<file path="src/rtl/bpl_pkg.sv">
// bpl_pkg: shared sizes, codes and types for the bounded positional list
// used by the channel interfaces, the front decode/queue and the back executor
// no dependencies
package bpl_pkg;

    localparam int CAPACITY   = 16;
    localparam int DATA_WIDTH = 32;

    // fixed field widths of the channels
    localparam int KIND_W  = 3;
    localparam int POS_W   = 5;
    localparam int FIELD_W = 32;
    localparam int STAT_W  = 2;
    localparam int ENT_W   = 5;

    // derived sizes
    localparam int CNT_W = $clog2(CAPACITY + 1);
    localparam int IDX_W = $clog2(CAPACITY);
    localparam int CMP_W = ((CNT_W > POS_W) ? CNT_W : POS_W) + 1;

    // command queue between front and back
    localparam int QUEUE_DEPTH = 2;
    localparam int QPTR_W      = (QUEUE_DEPTH > 1) ? $clog2(QUEUE_DEPTH) : 1;
    localparam int QCNT_W      = $clog2(QUEUE_DEPTH + 1);

    // command kind codes on the input channel
    localparam logic [KIND_W-1:0] KIND_ADD_HEAD = 3'd0;
    localparam logic [KIND_W-1:0] KIND_ADD_TAIL = 3'd1;
    localparam logic [KIND_W-1:0] KIND_ADD_AT   = 3'd2;
    localparam logic [KIND_W-1:0] KIND_DEL_HEAD = 3'd3;
    localparam logic [KIND_W-1:0] KIND_DEL_TAIL = 3'd4;
    localparam logic [KIND_W-1:0] KIND_DUMP     = 3'd5;

    typedef logic [DATA_WIDTH-1:0] word_t;

    typedef enum logic [2:0] {
        OP_ADD_HEAD,
        OP_ADD_TAIL,
        OP_ADD_AT,
        OP_DEL_HEAD,
        OP_DEL_TAIL,
        OP_DUMP,
        OP_NOP
    } op_t;

    typedef enum logic [STAT_W-1:0] {
        ST_OK     = 2'd0,
        ST_FULL   = 2'd1,
        ST_EMPTY  = 2'd2,
        ST_BADPOS = 2'd3
    } status_t;

    typedef enum logic {
        BK_IDLE,
        BK_DUMP
    } back_state_t;

    typedef struct packed {
        op_t              op;
        logic [POS_W-1:0] position;
        word_t            value;
    } cmd_t;

    // head of the command queue as seen by the back
    typedef struct packed {
        logic valid;
        cmd_t cmd;
    } q_head_t;

    // stored words keep the low DATA_WIDTH bits of the sign-extended field
    function automatic word_t to_word(input logic signed [FIELD_W-1:0] v);
        return DATA_WIDTH'(v);
    endfunction

endpackage

</file>
<file path="src/rtl/bpl_if.sv">
// bpl_in_if / bpl_out_if: valid/ready channels for command and result beats
// depends on bpl_pkg for field widths
interface bpl_in_if import bpl_pkg::*; ();
    logic                      valid;
    logic                      ready;
    logic [KIND_W-1:0]         kind;
    logic [POS_W-1:0]          position;
    logic signed [FIELD_W-1:0] value_in;

    modport source (output valid, output kind, output position, output value_in,
                    input ready);
    modport sink   (input valid, input kind, input position, input value_in,
                    output ready);
endinterface

interface bpl_out_if import bpl_pkg::*; ();
    logic                      valid;
    logic                      ready;
    logic [STAT_W-1:0]         status;
    logic signed [FIELD_W-1:0] value_out;
    logic [ENT_W-1:0]          entry_index;
    logic [ENT_W-1:0]          entry_count;
    logic                      last;

    modport source (output valid, output status, output value_out,
                    output entry_index, output entry_count, output last,
                    input ready);
    modport sink   (input valid, input status, input value_out,
                    input entry_index, input entry_count, input last,
                    output ready);
endinterface

</file>
<file path="src/rtl/bpl_front.sv">
// bpl_front: takes command beats, decodes the kind into an operation and
// holds them in a short queue for the back; depends on bpl_pkg, bpl_in_if
module bpl_front import bpl_pkg::*; (
    input  logic        clk,
    input  logic        rst_n,
    bpl_in_if.sink      cmd,
    output q_head_t     head,
    input  logic        head_ready
);

    cmd_t              q_mem_reg [QUEUE_DEPTH];
    logic [QPTR_W-1:0] wr_ptr_reg, wr_ptr_next;
    logic [QPTR_W-1:0] rd_ptr_reg, rd_ptr_next;
    logic [QCNT_W-1:0] cnt_reg, cnt_next;
    cmd_t              dec;
    logic              push;
    logic              pop;

    always_comb
    begin
        dec.position = cmd.position;
        dec.value    = to_word(cmd.value_in);
        unique case (cmd.kind)
            KIND_ADD_HEAD: dec.op = OP_ADD_HEAD;
            KIND_ADD_TAIL: dec.op = OP_ADD_TAIL;
            KIND_ADD_AT:   dec.op = OP_ADD_AT;
            KIND_DEL_HEAD: dec.op = OP_DEL_HEAD;
            KIND_DEL_TAIL: dec.op = OP_DEL_TAIL;
            KIND_DUMP:     dec.op = OP_DUMP;
            default:       dec.op = OP_NOP;
        endcase
    end

    assign cmd.ready  = (cnt_reg != QCNT_W'(QUEUE_DEPTH));
    assign push       = cmd.valid && cmd.ready;
    assign head.valid = (cnt_reg != '0);
    assign head.cmd   = q_mem_reg[rd_ptr_reg];
    assign pop        = head.valid && head_ready;

    always_comb
    begin
        wr_ptr_next = wr_ptr_reg;
        rd_ptr_next = rd_ptr_reg;
        cnt_next    = cnt_reg;
        if (push)
        begin
            wr_ptr_next = (wr_ptr_reg == QPTR_W'(QUEUE_DEPTH - 1)) ? '0
                                                                 : wr_ptr_reg + 1'b1;
        end
        if (pop)
        begin
            rd_ptr_next = (rd_ptr_reg == QPTR_W'(QUEUE_DEPTH - 1)) ? '0
                                                                 : rd_ptr_reg + 1'b1;
        end
        if (push && !pop)
        begin
            cnt_next = cnt_reg + 1'b1;
        end
        else if (pop && !push)
        begin
            cnt_next = cnt_reg - 1'b1;
        end
    end

    always_ff @(posedge clk or negedge rst_n)
    begin
        if (!rst_n)
        begin
            wr_ptr_reg <= '0;
            rd_ptr_reg <= '0;
            cnt_reg    <= '0;
        end
        else
        begin
            wr_ptr_reg <= wr_ptr_next;
            rd_ptr_reg <= rd_ptr_next;
            cnt_reg    <= cnt_next;
        end
    end

    always_ff @(posedge clk)
    begin
        if (push)
        begin
            q_mem_reg[wr_ptr_reg] <= dec;
        end
    end

    // queue bookkeeping
    a_cnt_bound: assert property (@(posedge clk) disable iff (!rst_n)
        cnt_reg <= QCNT_W'(QUEUE_DEPTH))
        else $error("command queue count past depth");

    a_ptr_match: assert property (@(posedge clk) disable iff (!rst_n)
        (cnt_reg == '0 || cnt_reg == QCNT_W'(QUEUE_DEPTH)) |-> (wr_ptr_reg == rd_ptr_reg))
        else $error("queue pointers disagree with count");

    a_pop_count: assert property (@(posedge clk) disable iff (!rst_n)
        (pop && !push) |=> (cnt_reg == $past(cnt_reg) - 1'b1))
        else $error("queue count did not drop on pop");

endmodule

</file>
<file path="src/rtl/bpl_back.sv">
// bpl_back: holds the shift array of entries and the fill count, executes
// queued commands and drives the registered result channel
// depends on bpl_pkg, bpl_out_if
module bpl_back import bpl_pkg::*; (
    input  logic        clk,
    input  logic        rst_n,
    input  q_head_t     head,
    output logic        head_ready,
    bpl_out_if.source   rsp
);

    word_t             ent_reg [CAPACITY];
    word_t             ent_new [CAPACITY];
    word_t             up_src  [CAPACITY];
    word_t             dn_src  [CAPACITY];
    logic [CNT_W-1:0]  fill_reg, fill_new;
    back_state_t       state_reg, state_next;
    logic [IDX_W-1:0]  dump_idx_reg, dump_idx_next;

    logic                      out_valid_reg;
    logic [STAT_W-1:0]         status_reg;
    logic [FIELD_W-1:0]        value_reg;
    logic [ENT_W-1:0]          index_reg;
    logic [ENT_W-1:0]          count_reg;
    logic                      last_reg;

    logic                      out_free;
    logic                      start;
    logic                      dump_last;
    logic                      full;
    logic                      empty;
    status_t                   st;
    logic                      ins;
    logic                      del_h;
    logic                      del_t;
    logic [CNT_W-1:0]          slot;
    logic [CMP_W-1:0]          pos_ext;
    logic [CMP_W-1:0]          fill_ext;
    logic                      bad_pos;

    logic                      out_load;
    logic [STAT_W-1:0]         out_status;
    logic [FIELD_W-1:0]        out_value;
    logic [ENT_W-1:0]          out_index;
    logic [ENT_W-1:0]          out_count;
    logic                      out_last;

    // neighbor taps for the entry shifts
    for (genvar g = 0; g < CAPACITY; g++)
    begin : g_taps
        if (g == 0)
        begin : g_first
            assign up_src[g] = ent_reg[g];
        end
        else
        begin : g_rest
            assign up_src[g] = ent_reg[g-1];
        end
        if (g == CAPACITY - 1)
        begin : g_end
            assign dn_src[g] = ent_reg[g];
        end
        else
        begin : g_mid
            assign dn_src[g] = ent_reg[g+1];
        end
    end

    assign out_free  = !out_valid_reg || rsp.ready;
    assign start     = (state_reg == BK_IDLE) && head.valid && out_free;
    assign dump_last = (CNT_W'(dump_idx_reg) + CNT_W'(1)) == fill_reg;
    assign full      = (fill_reg == CNT_W'(CAPACITY));
    assign empty     = (fill_reg == '0);
    assign pos_ext   = CMP_W'(head.cmd.position);
    assign fill_ext  = CMP_W'(fill_reg);
    assign bad_pos   = (pos_ext == '0) || (pos_ext > fill_ext + CMP_W'(1));

    // status and effect of the command at the queue head
    always_comb
    begin
        st    = ST_OK;
        ins   = 1'b0;
        del_h = 1'b0;
        del_t = 1'b0;
        slot  = '0;
        unique case (head.cmd.op)
            OP_ADD_HEAD:
            begin
                if (full) st = ST_FULL;
                else      ins = 1'b1;
            end
            OP_ADD_TAIL:
            begin
                slot = fill_reg;
                if (full) st = ST_FULL;
                else      ins = 1'b1;
            end
            OP_ADD_AT:
            begin
                slot = CNT_W'(pos_ext - CMP_W'(1));
                if (full)         st = ST_FULL;
                else if (bad_pos) st = ST_BADPOS;
                else              ins = 1'b1;
            end
            OP_DEL_HEAD:
            begin
                if (empty) st = ST_EMPTY;
                else       del_h = 1'b1;
            end
            OP_DEL_TAIL:
            begin
                if (empty) st = ST_EMPTY;
                else       del_t = 1'b1;
            end
            OP_DUMP, OP_NOP:
            begin
                st = ST_OK;
            end
        endcase
    end

    always_comb
    begin
        for (int i = 0; i < CAPACITY; i++)
        begin
            ent_new[i] = ent_reg[i];
            if (ins)
            begin
                if (CNT_W'(i) == slot)
                    ent_new[i] = head.cmd.value;
                else if (CNT_W'(i) > slot && CNT_W'(i) <= fill_reg)
                    ent_new[i] = up_src[i];
            end
            else if (del_h)
            begin
                if (CNT_W'(i + 1) < fill_reg)
                    ent_new[i] = dn_src[i];
            end
        end
        fill_new = fill_reg;
        if (ins)
            fill_new = fill_reg + 1'b1;
        else if (del_h || del_t)
            fill_new = fill_reg - 1'b1;
    end

    // next state
    always_comb
    begin
        state_next    = state_reg;
        dump_idx_next = dump_idx_reg;
        unique case (state_reg)
            BK_IDLE:
            begin
                if (start && head.cmd.op == OP_DUMP && fill_reg > CNT_W'(1))
                begin
                    state_next    = BK_DUMP;
                    dump_idx_next = IDX_W'(1);
                end
            end
            BK_DUMP:
            begin
                if (out_free)
                begin
                    if (dump_last) state_next = BK_IDLE;
                    else           dump_idx_next = dump_idx_reg + 1'b1;
                end
            end
        endcase
    end

    // outputs
    always_comb
    begin
        head_ready = 1'b0;
        out_load   = 1'b0;
        out_status = ST_OK;
        out_value  = '0;
        out_index  = '0;
        out_count  = ENT_W'(fill_new);
        out_last   = 1'b1;
        unique case (state_reg)
            BK_IDLE:
            begin
                head_ready = out_free;
                if (start)
                begin
                    out_load = 1'b1;
                    if (head.cmd.op == OP_DUMP && !empty)
                    begin
                        out_value = FIELD_W'(ent_reg[0]);
                        out_index = ENT_W'(1);
                        out_count = ENT_W'(fill_reg);
                        out_last  = (fill_reg == CNT_W'(1));
                    end
                    else
                    begin
                        out_status = st;
                    end
                end
            end
            BK_DUMP:
            begin
                if (out_free)
                begin
                    out_load  = 1'b1;
                    out_value = FIELD_W'(ent_reg[dump_idx_reg]);
                    out_index = ENT_W'(CNT_W'(dump_idx_reg) + CNT_W'(1));
                    out_count = ENT_W'(fill_reg);
                    out_last  = dump_last;
                end
            end
        endcase
    end

    always_ff @(posedge clk or negedge rst_n)
    begin
        if (!rst_n)
        begin
            state_reg     <= BK_IDLE;
            dump_idx_reg  <= '0;
            fill_reg      <= '0;
            out_valid_reg <= 1'b0;
        end
        else
        begin
            state_reg    <= state_next;
            dump_idx_reg <= dump_idx_next;
            if (start)
                fill_reg <= fill_new;
            if (out_load)
                out_valid_reg <= 1'b1;
            else if (rsp.ready)
                out_valid_reg <= 1'b0;
        end
    end

    always_ff @(posedge clk)
    begin
        if (start)
        begin
            for (int i = 0; i < CAPACITY; i++)
                ent_reg[i] <= ent_new[i];
        end
        if (out_load)
        begin
            status_reg <= out_status;
            value_reg  <= out_value;
            index_reg  <= out_index;
            count_reg  <= out_count;
            last_reg   <= out_last;
        end
    end

    assign rsp.valid       = out_valid_reg;
    assign rsp.status      = status_reg;
    assign rsp.value_out   = value_reg;
    assign rsp.entry_index = index_reg;
    assign rsp.entry_count = count_reg;
    assign rsp.last        = last_reg;

    a_fill_bound: assert property (@(posedge clk) disable iff (!rst_n)
        fill_reg <= CNT_W'(CAPACITY))
        else $error("fill count past capacity");

    a_dump_range: assert property (@(posedge clk) disable iff (!rst_n)
        (state_reg == BK_DUMP) |-> (fill_reg > CNT_W'(1) && CNT_W'(dump_idx_reg) < fill_reg))
        else $error("dump index outside the list");

    a_fill_hold: assert property (@(posedge clk) disable iff (!rst_n)
        !start |=> $stable(fill_reg))
        else $error("fill count moved without a command");

    a_no_pop_in_dump: assert property (@(posedge clk) disable iff (!rst_n)
        (state_reg == BK_DUMP) |-> !head_ready)
        else $error("queue popped during a dump");

endmodule

</file>
<file path="src/rtl/bounded_positional_list.sv">
// bounded_positional_list: ordered list of up to CAPACITY signed words
// add/delete: a command passes the queue, then its result beat is registered;
// one command per cycle sustained through the two-deep queue unless results
// stall or a dump runs; dump: max(fill, 1) result beats, one per cycle unless
// results stall, from the single entry read port; reset clears the fill count,
// the command queue and the result register; entry contents are left unset
module bounded_positional_list import bpl_pkg::*; (
    input  logic        clk,
    input  logic        rst_n,
    bpl_in_if.sink      cmd,
    bpl_out_if.source   rsp
);

    q_head_t head;
    logic    head_ready;

    bpl_front u_front (
        .clk        (clk),
        .rst_n      (rst_n),
        .cmd        (cmd),
        .head       (head),
        .head_ready (head_ready)
    );

    bpl_back u_back (
        .clk        (clk),
        .rst_n      (rst_n),
        .head       (head),
        .head_ready (head_ready),
        .rsp        (rsp)
    );

endmodule

</file>
<file path="src/flat_wrapper.sv">
// flat-port wrapper written by rule: the top's interface ports become plain ports
module bounded_positional_list_flat import bpl_pkg::*;
  (clk, rst_n, cmd_valid, cmd_kind, cmd_position, cmd_value_in, cmd_ready, rsp_valid, rsp_status, rsp_value_out, rsp_entry_index, rsp_entry_count, rsp_last, rsp_ready);
  bpl_in_if cmd_i ();
  bpl_out_if rsp_i ();
  input  logic clk;
  input  logic rst_n;
  input wire logic [$bits(cmd_i.valid)-1:0] cmd_valid;
  input wire logic [$bits(cmd_i.kind)-1:0] cmd_kind;
  input wire logic [$bits(cmd_i.position)-1:0] cmd_position;
  input wire logic [$bits(cmd_i.value_in)-1:0] cmd_value_in;
  output wire logic [$bits(cmd_i.ready)-1:0] cmd_ready;
  output wire logic [$bits(rsp_i.valid)-1:0] rsp_valid;
  output wire logic [$bits(rsp_i.status)-1:0] rsp_status;
  output wire logic [$bits(rsp_i.value_out)-1:0] rsp_value_out;
  output wire logic [$bits(rsp_i.entry_index)-1:0] rsp_entry_index;
  output wire logic [$bits(rsp_i.entry_count)-1:0] rsp_entry_count;
  output wire logic [$bits(rsp_i.last)-1:0] rsp_last;
  input wire logic [$bits(rsp_i.ready)-1:0] rsp_ready;
  assign cmd_i.valid = cmd_valid;
  assign cmd_i.kind = cmd_kind;
  assign cmd_i.position = cmd_position;
  assign cmd_i.value_in = cmd_value_in;
  assign cmd_ready = cmd_i.ready;
  assign rsp_valid = rsp_i.valid;
  assign rsp_status = rsp_i.status;
  assign rsp_value_out = rsp_i.value_out;
  assign rsp_entry_index = rsp_i.entry_index;
  assign rsp_entry_count = rsp_i.entry_count;
  assign rsp_last = rsp_i.last;
  assign rsp_i.ready = rsp_ready;
  bounded_positional_list u_core (.clk(clk), .rst_n(rst_n), .cmd(cmd_i), .rsp(rsp_i));
endmodule
</file>
<file path="config.mk">
export PLATFORM = sky130hd
export DESIGN_NAME = bounded_positional_list_flat
export DESIGN_NICKNAME = d
export VERILOG_FILES = /design/src/rtl/bpl_pkg.sv /design/src/rtl/bpl_if.sv /design/src/rtl/bpl_front.sv /design/src/rtl/bpl_back.sv /design/src/rtl/bounded_positional_list.sv /design/src/flat_wrapper.sv
export SDC_FILE = /design/constraint.sdc
export NUM_CORES = 1
export LEC_CHECK = 0
export BUFFER_PORTS_ARGS = -buffer_cell sky130_fd_sc_hd__buf_4
export CAP_MARGIN = 15
export CORE_ASPECT_RATIO = 1.1
export CORE_UTILIZATION = 45
export CTS_BUF_LIST = sky130_fd_sc_hd__clkbuf_4 sky130_fd_sc_hd__clkbuf_8
export DETAILED_ROUTE_END_ITERATION = 12
export HOLD_SLACK_MARGIN = 0.12
export PLACE_DENSITY = 0.6
export REMOVE_ABC_BUFFERS = 1
export SLEW_MARGIN = 15
export SYNTH_ARGS = -nofsm -noshare
export SYNTH_HDL_FRONTEND = slang
export SYNTH_SLANG_ARGS = --single-unit
</file>
<file path="constraint.sdc">
create_clock -name clk -period 8.5 [get_ports clk]
set_input_delay 2.55 -clock clk [delete_from_list [all_inputs] [get_ports clk]]
set_output_delay 2.55 -clock clk [all_outputs]
set_load 0.005 [all_outputs]
</file>
== Yosys cells after proc, flatten, opt, wreduce, memory -nomap -nowiden ==
Memories as Yosys holds them, arrays and structs flattened.
Index checks and enable logic that the tools add are counted.
Storage, ports and cells
  register bits: 60
  latch bits: 0
  memory bits (writable): 592
  bits in read-only memories: 0
  bits of input ports: 44
  logic and storage cells: 280
  memories: 2
Memories
  u_core.u_back.ent_reg: words 16, width 32, read ports 17, clocked after memory_dff 0, wr ports 16, RTL line bpl_back.sv:12  | word_t ent_reg [CAPACITY];
  u_core.u_front.q_mem_reg: words 2, width 40, read ports 1, clocked after memory_dff 0, wr ports 1, RTL line bpl_front.sv:11  | cmd_t q_mem_reg [QUEUE_DEPTH];
Cells by class
  add/sub/neg operators: 10
  $mul: 0
  div/mod/pow operators: 0
  order comparisons: 47
  equal/unequal tests: 33
  shift operators: 0
  multiplexer cells: 130
  bitwise gates (word level): 2
  reduce and logical (&&, ||, !) cells: 44
Operator list (count)
  32-bit 2-to-1 mux: 80
  32-bit one-hot mux with 2 select lines: 1
  4-bit by 5-bit equality test with 1-bit output (first input constant): 8
  4-bit by 5-bit > comparator with 1-bit output (first input constant): 8
  4-bit by 5-bit less-or-equal comparator with 1-bit output (first input constant): 8
  4-bit by 5-bit less-than comparator with 1-bit output (first input constant): 8
  5-bit 2-to-1 mux: 6
  5-bit one-hot mux with 2 select lines: 3
  1-bit 2-to-1 mux: 25
  1-bit logical AND: 24
  3-bit by 5-bit equality test with 1-bit output (first input constant): 4
  3-bit by 5-bit > comparator with 1-bit output (first input constant): 4
  3-bit by 5-bit less-or-equal comparator with 1-bit output (first input constant): 4
  3-bit by 5-bit less-than comparator with 1-bit output (first input constant): 4
  3-bit one-hot mux with 6 select lines: 1
  3-bit equality test (second input constant): 5
  3-bit by 2-bit equality test with 1-bit output (second input constant): 4
  4-bit 2-to-1 mux: 3
  2-bit by 5-bit equality test with 1-bit output (first input constant): 2
  2-bit by 5-bit > comparator with 1-bit output (first input constant): 2
  2-bit by 5-bit less-or-equal comparator with 1-bit output (first input constant): 2
  5-bit logical NOT: 2
  2-bit by 5-bit less-than comparator with 1-bit output (first input constant): 2
  2-bit 2-to-1 mux: 5
  other kinds (32): 51

== Longest topological paths before layout ==
  word-level depth: 10
  depth in mapped cells: 19
  mapped depth without buffers: 11

== Cells and area by module ==
From an unflattened synthesis, not the netlist that was laid out.
Unflattened totals
  cell total of the unflattened synthesis: 2976
  area total of the unflattened synthesis: 35840.6 sq um
By module, submodules not included
  bpl_back: times used 1, cells each 2830, area an instance 32541.2 sq um
  bpl_front: times used 1, cells each 146, area an instance 3299.4 sq um

== Worst setup path after synthesis ==
No wires, ideal clock.
  kind: flip-flop to flip-flop
  start point: reg u_core.u_front.rd_ptr_reg (netlist name)
  end point: mem u_core.u_back.ent_reg[10][0] (netlist name) (enable)
  setup time: 0.470 ns
  data arrival time: 6.101 ns
  slack: 1.929 ns
  cell stages (with the launch flop): 19
  cells stage by stage: dfrtp_1 -> buf_6 -> buf_6 -> buf_6 -> clkbuf_1 -> clkbuf_1 -> mux2i_1 -> inv_1 -> ha_1 -> nor2b_1 -> o21bai_1 -> a31oi_1 -> o31a_1 -> buf_2 -> buf_2 -> clkbuf_1 -> clkbuf_1 -> nor3_1 -> a211oi_1
RTL lines (RTL line)
  end, declared: bpl_back.sv:12

==> summary.md <==
| Metric | Value |
|---|---|
| Status | `finished clean` |
| Fin. Hold Viols | `0` |
| Endpoint type of the worst setup path | `register` |
| Top-Level Pins | `91` |
| Gpl congestion | `0.915` |
| Hold EP | `u_core.u_front.cnt_reg[1]` |
| Top FF cell, synth | `edfxtp_1` |
| Synth Cell Area | `between 30000 and 40000 um2` |
| CTS tree | `done` |
| Worst hold slack | `504 ps` |
| Multi-input combinational cell area | `between 15000 and 20000 um2` |
| Final count of pins violating max slew | `0` |
| Worst Reg-to-Reg Cells | `10` |
| Most common cell in the netlist | `edfxtp_1` |
| Worst slew pin tran | `1210 ps` |
| Register area | `19500 um2` |
| HP Class | `register to register` |
| Post-synth top area share | `53.3%` |
| CTS Buf Count | `111` |
| Later-pin clock latency in the skew report | `770 ps` |
| Compound-Gate Fraction of Synth Area | `between 10% and 20%` |
| Worst Hold Launch | `u_core.u_front.cnt_reg[1]` |
| Simple-gate area share of the yosys netlist | `a little under an eighth` |
| ANT nets after route | `0` |
| Pwr dens | `399 nW/um2` |
| Layout Area Growth over Synthesis | `10.7%` |
| Die ar. | `~80000 um2` |
| Maximum vdd drop | `approximately 0.00028 V` |
| Post-CTS Setup Bufs | `0` |
| Clock skew | `49.8 ps` |
| Max-Cap Viols | `0` |
| Distinct cells, synth | `72` |
| Number of synthesized flops with an enable pin | `637` |
| Synth cell count leaders | `edfxtp_1, a221o_1, nand2_1` |
| Share of layout cells above drive strength 1 | `21.0%` |
| Relative slew slack | `19.5%` |
| Antenna violations before repair | `1` |
| First-pass GRT wire length | `176 mm` |
| Ranking of synthesized cells by area | `edfxtp_1, mux4_2, a221o_1` |
| Adder-cell share of the synthesized area | `0.488%` |
| PortBufs | `90` |
| Setup crit start kind | `register` |
| RSZ-0062 raised after global routing | `false` |
| Routed len/inst | `30.1 um` |
| 1st-iter DRT viols | `about 3600` |
| Total gr overflow | `0` |
| Post-Route WL | `120 mm` |
| Vias per inst | `6.89` |
| Post-synthesis cell count | `2836` |
| Detailed Routing Iterations Pass 1 | `8` |
| Yosys reg bits | `652` |
| Worst R2R End | `u_core.u_back.ent_reg[3][26]` |
| Endpoints failing setup | `0` |
| Starting Density | `between 40% and 50%` |
| Filler Cell Count | `6931` |
| Synth area leader | `edfxtp_1` |
| Seq/Total Area, Yosys | `54.4%` |
| Async set-reset flop share out of synthesis | `2.30%` |
| Vias in the first global route | `roughly 27000` |
| Ys Warns | `0` |
| Critical path data required time | `9000 ps` |
| Syn Area/Cell | `12.6 um2` |
| Mux cell area share after synthesis | `14.9%` |
| Post-CTS Hold Fix Bufs | `0` |
| Crit-path max FO | `74` |
| R2R Path Start | `u_core.u_front.rd_ptr_reg` |
| Core Area | `78900 um2` |
| Fmax | `171 MHz` |
| Final Cycle Share | `68.6%` |
| Via count | `27400` |
| Resize count post-CTS | `0` |
| Die height | `298 um` |
| Hpwl dp | `66.7 mm` |
| Largest family of logic cells by synthesized area | `multiplexers` |
| Post-Synth XOR/XNOR Area | `less than 1%` |
| Total chip power | `15.8 mW` |
| Critical Path AT | `6330 ps` |
| Fin crit period | `5830 ps` |
| Nets | `2896` |
| CTS Sinks | `652` |
| # DRC | `0` |
| Max reg flops | `512` |
| Leakage | `~15 nW` |
| Clock Pin Slew Worst Setup and Hold Paths | `60 ps` |
| Longest Clk Path Bufs | `3` |
| Hold Crit Depth | `1` |
| WS Path Type | `register to register` |
| Reg2Reg Setup Slack | `2670 ps` |
| Root Buffer | `clkbuf_8` |
| # rows | `108` |
| H-Tree Depth | `3` |
| Maximum number of pins on one net before global-route repair | `167` |
| Die Wd | `~270 um` |
| All-layer global routing usage | `29.1%` |
==> cell usage in the layout (no fill, tap or decap), drive strengths merged, types with 3 or more instances in the layout <==
cell and count:
edfxtp 637, a221o 321, nand2 293, nor2 239
and3 232, o21ai 217, mux4 160, buf 160
clkbuf 152, mux2i 130, a21oi 64, clkinv 47
mux2 36, a22o 33, nand3 26, nor3 19
inv 18, xnor2 16, dfrtp 15, ha 14
nor4 10, xor2 8, o22ai 7, a31oi 6
a32oi 6, nand2b 6, o211ai 5, a22oi 4
or4 4, a21o 3, nor2b 3, o31ai 3
and2 3, a211oi 3
==> cell type report <==
class / instances / area share (%)
flip-flops and latches: 652 / 49.2
repair buffers: 160 / 3.07
inverters: 15 / 0.142
multi-input cells: 1898 / 38.9
well taps: 1045 / 3.29
clock inverters: 52 / 0.779
clock buffers: 152 / 4.66
diodes: 2 / 0.0126
==> kinds of logic (layout without fill, tap and decap cells) <==
family,Yosys count,count (layout)
other,0,2
DFF,652,652
buffers and inverters,286,379
and+or+nand+nor,846,846
xor gates and xnor gates,24,24
adders and majority gates,14,14
muxes,326,326
AOI/OAI and AO/OA,688,688
==> how the worst max path moves through the flow <==
| stage | cells past startpoint | from | endpoint |
|---|---|---|---|
| floorplan | 7 | u_core.u_front.rd_ptr_reg | u_core.u_back.ent_reg[10][0] |
| detailed placement | 7 | rsp_ready | u_core.u_back.rsp.value_out[29] |
| global route | 11 | u_core.u_front.rd_ptr_reg | u_core.u_back.ent_reg[3][26] |
| finish | 10 | u_core.u_front.rd_ptr_reg | u_core.u_back.ent_reg[3][26] |
| global placement | 7 | rsp_ready | u_core.u_back.rsp.value_out[26] |
| CTS | 11 | u_core.u_front.rd_ptr_reg | u_core.u_back.ent_reg[7][26] |
==> per-layer routing <==
layer,GRT usage (%),share of wire (%),up-vias
met5,0,0,-
met4,11.4,3.7,0
met1,39.5,39,13800
li1,-,-,11400
met3,5.93,10,305
met2,45.7,47,1904
==> worst max-delay path, cell delays in order (launching register included) <==
cell,delay [ps]
dfrtp_4,990
mux2_2,460
ha_1,310
nand3_1,110
o21bai_1,180
a31oi_1,360
o31a_2,810
buf_4,690
buf_4,720
nor2_1,380
a221o_1,400
==> per-stage QoR <==
stage / instance area [um2] / cells / util (%) / setup WS [ps] / setup TNS (ps)
finish: 39700 / 3976 / 50.3 / 2670 / 0
global route: 39700 / 3975 / 50.3 / 2410 / 0
CTS: 39700 / 3974 / 50.3 / 2760 / 0
detailed placement: 37500 / 3770 / 47.6 / 2380 / 0
global placement: 37500 / 3770 / 47.6 / 2490 / 0
floorplan: 34700 / 2565 / - / -14360 / -7888050
==> where the power goes <==
group	leakage [nW]	switching [mW]	internal (mW)	total, mW
clock	1.14	1.36	1.47	2.83
combinational	7.45	4.40	3.00	7.40
sequential	6.02	0.697	4.92	5.61
total	14.6	6.46	9.38	15.8
(Power assumes the default switching activity.)
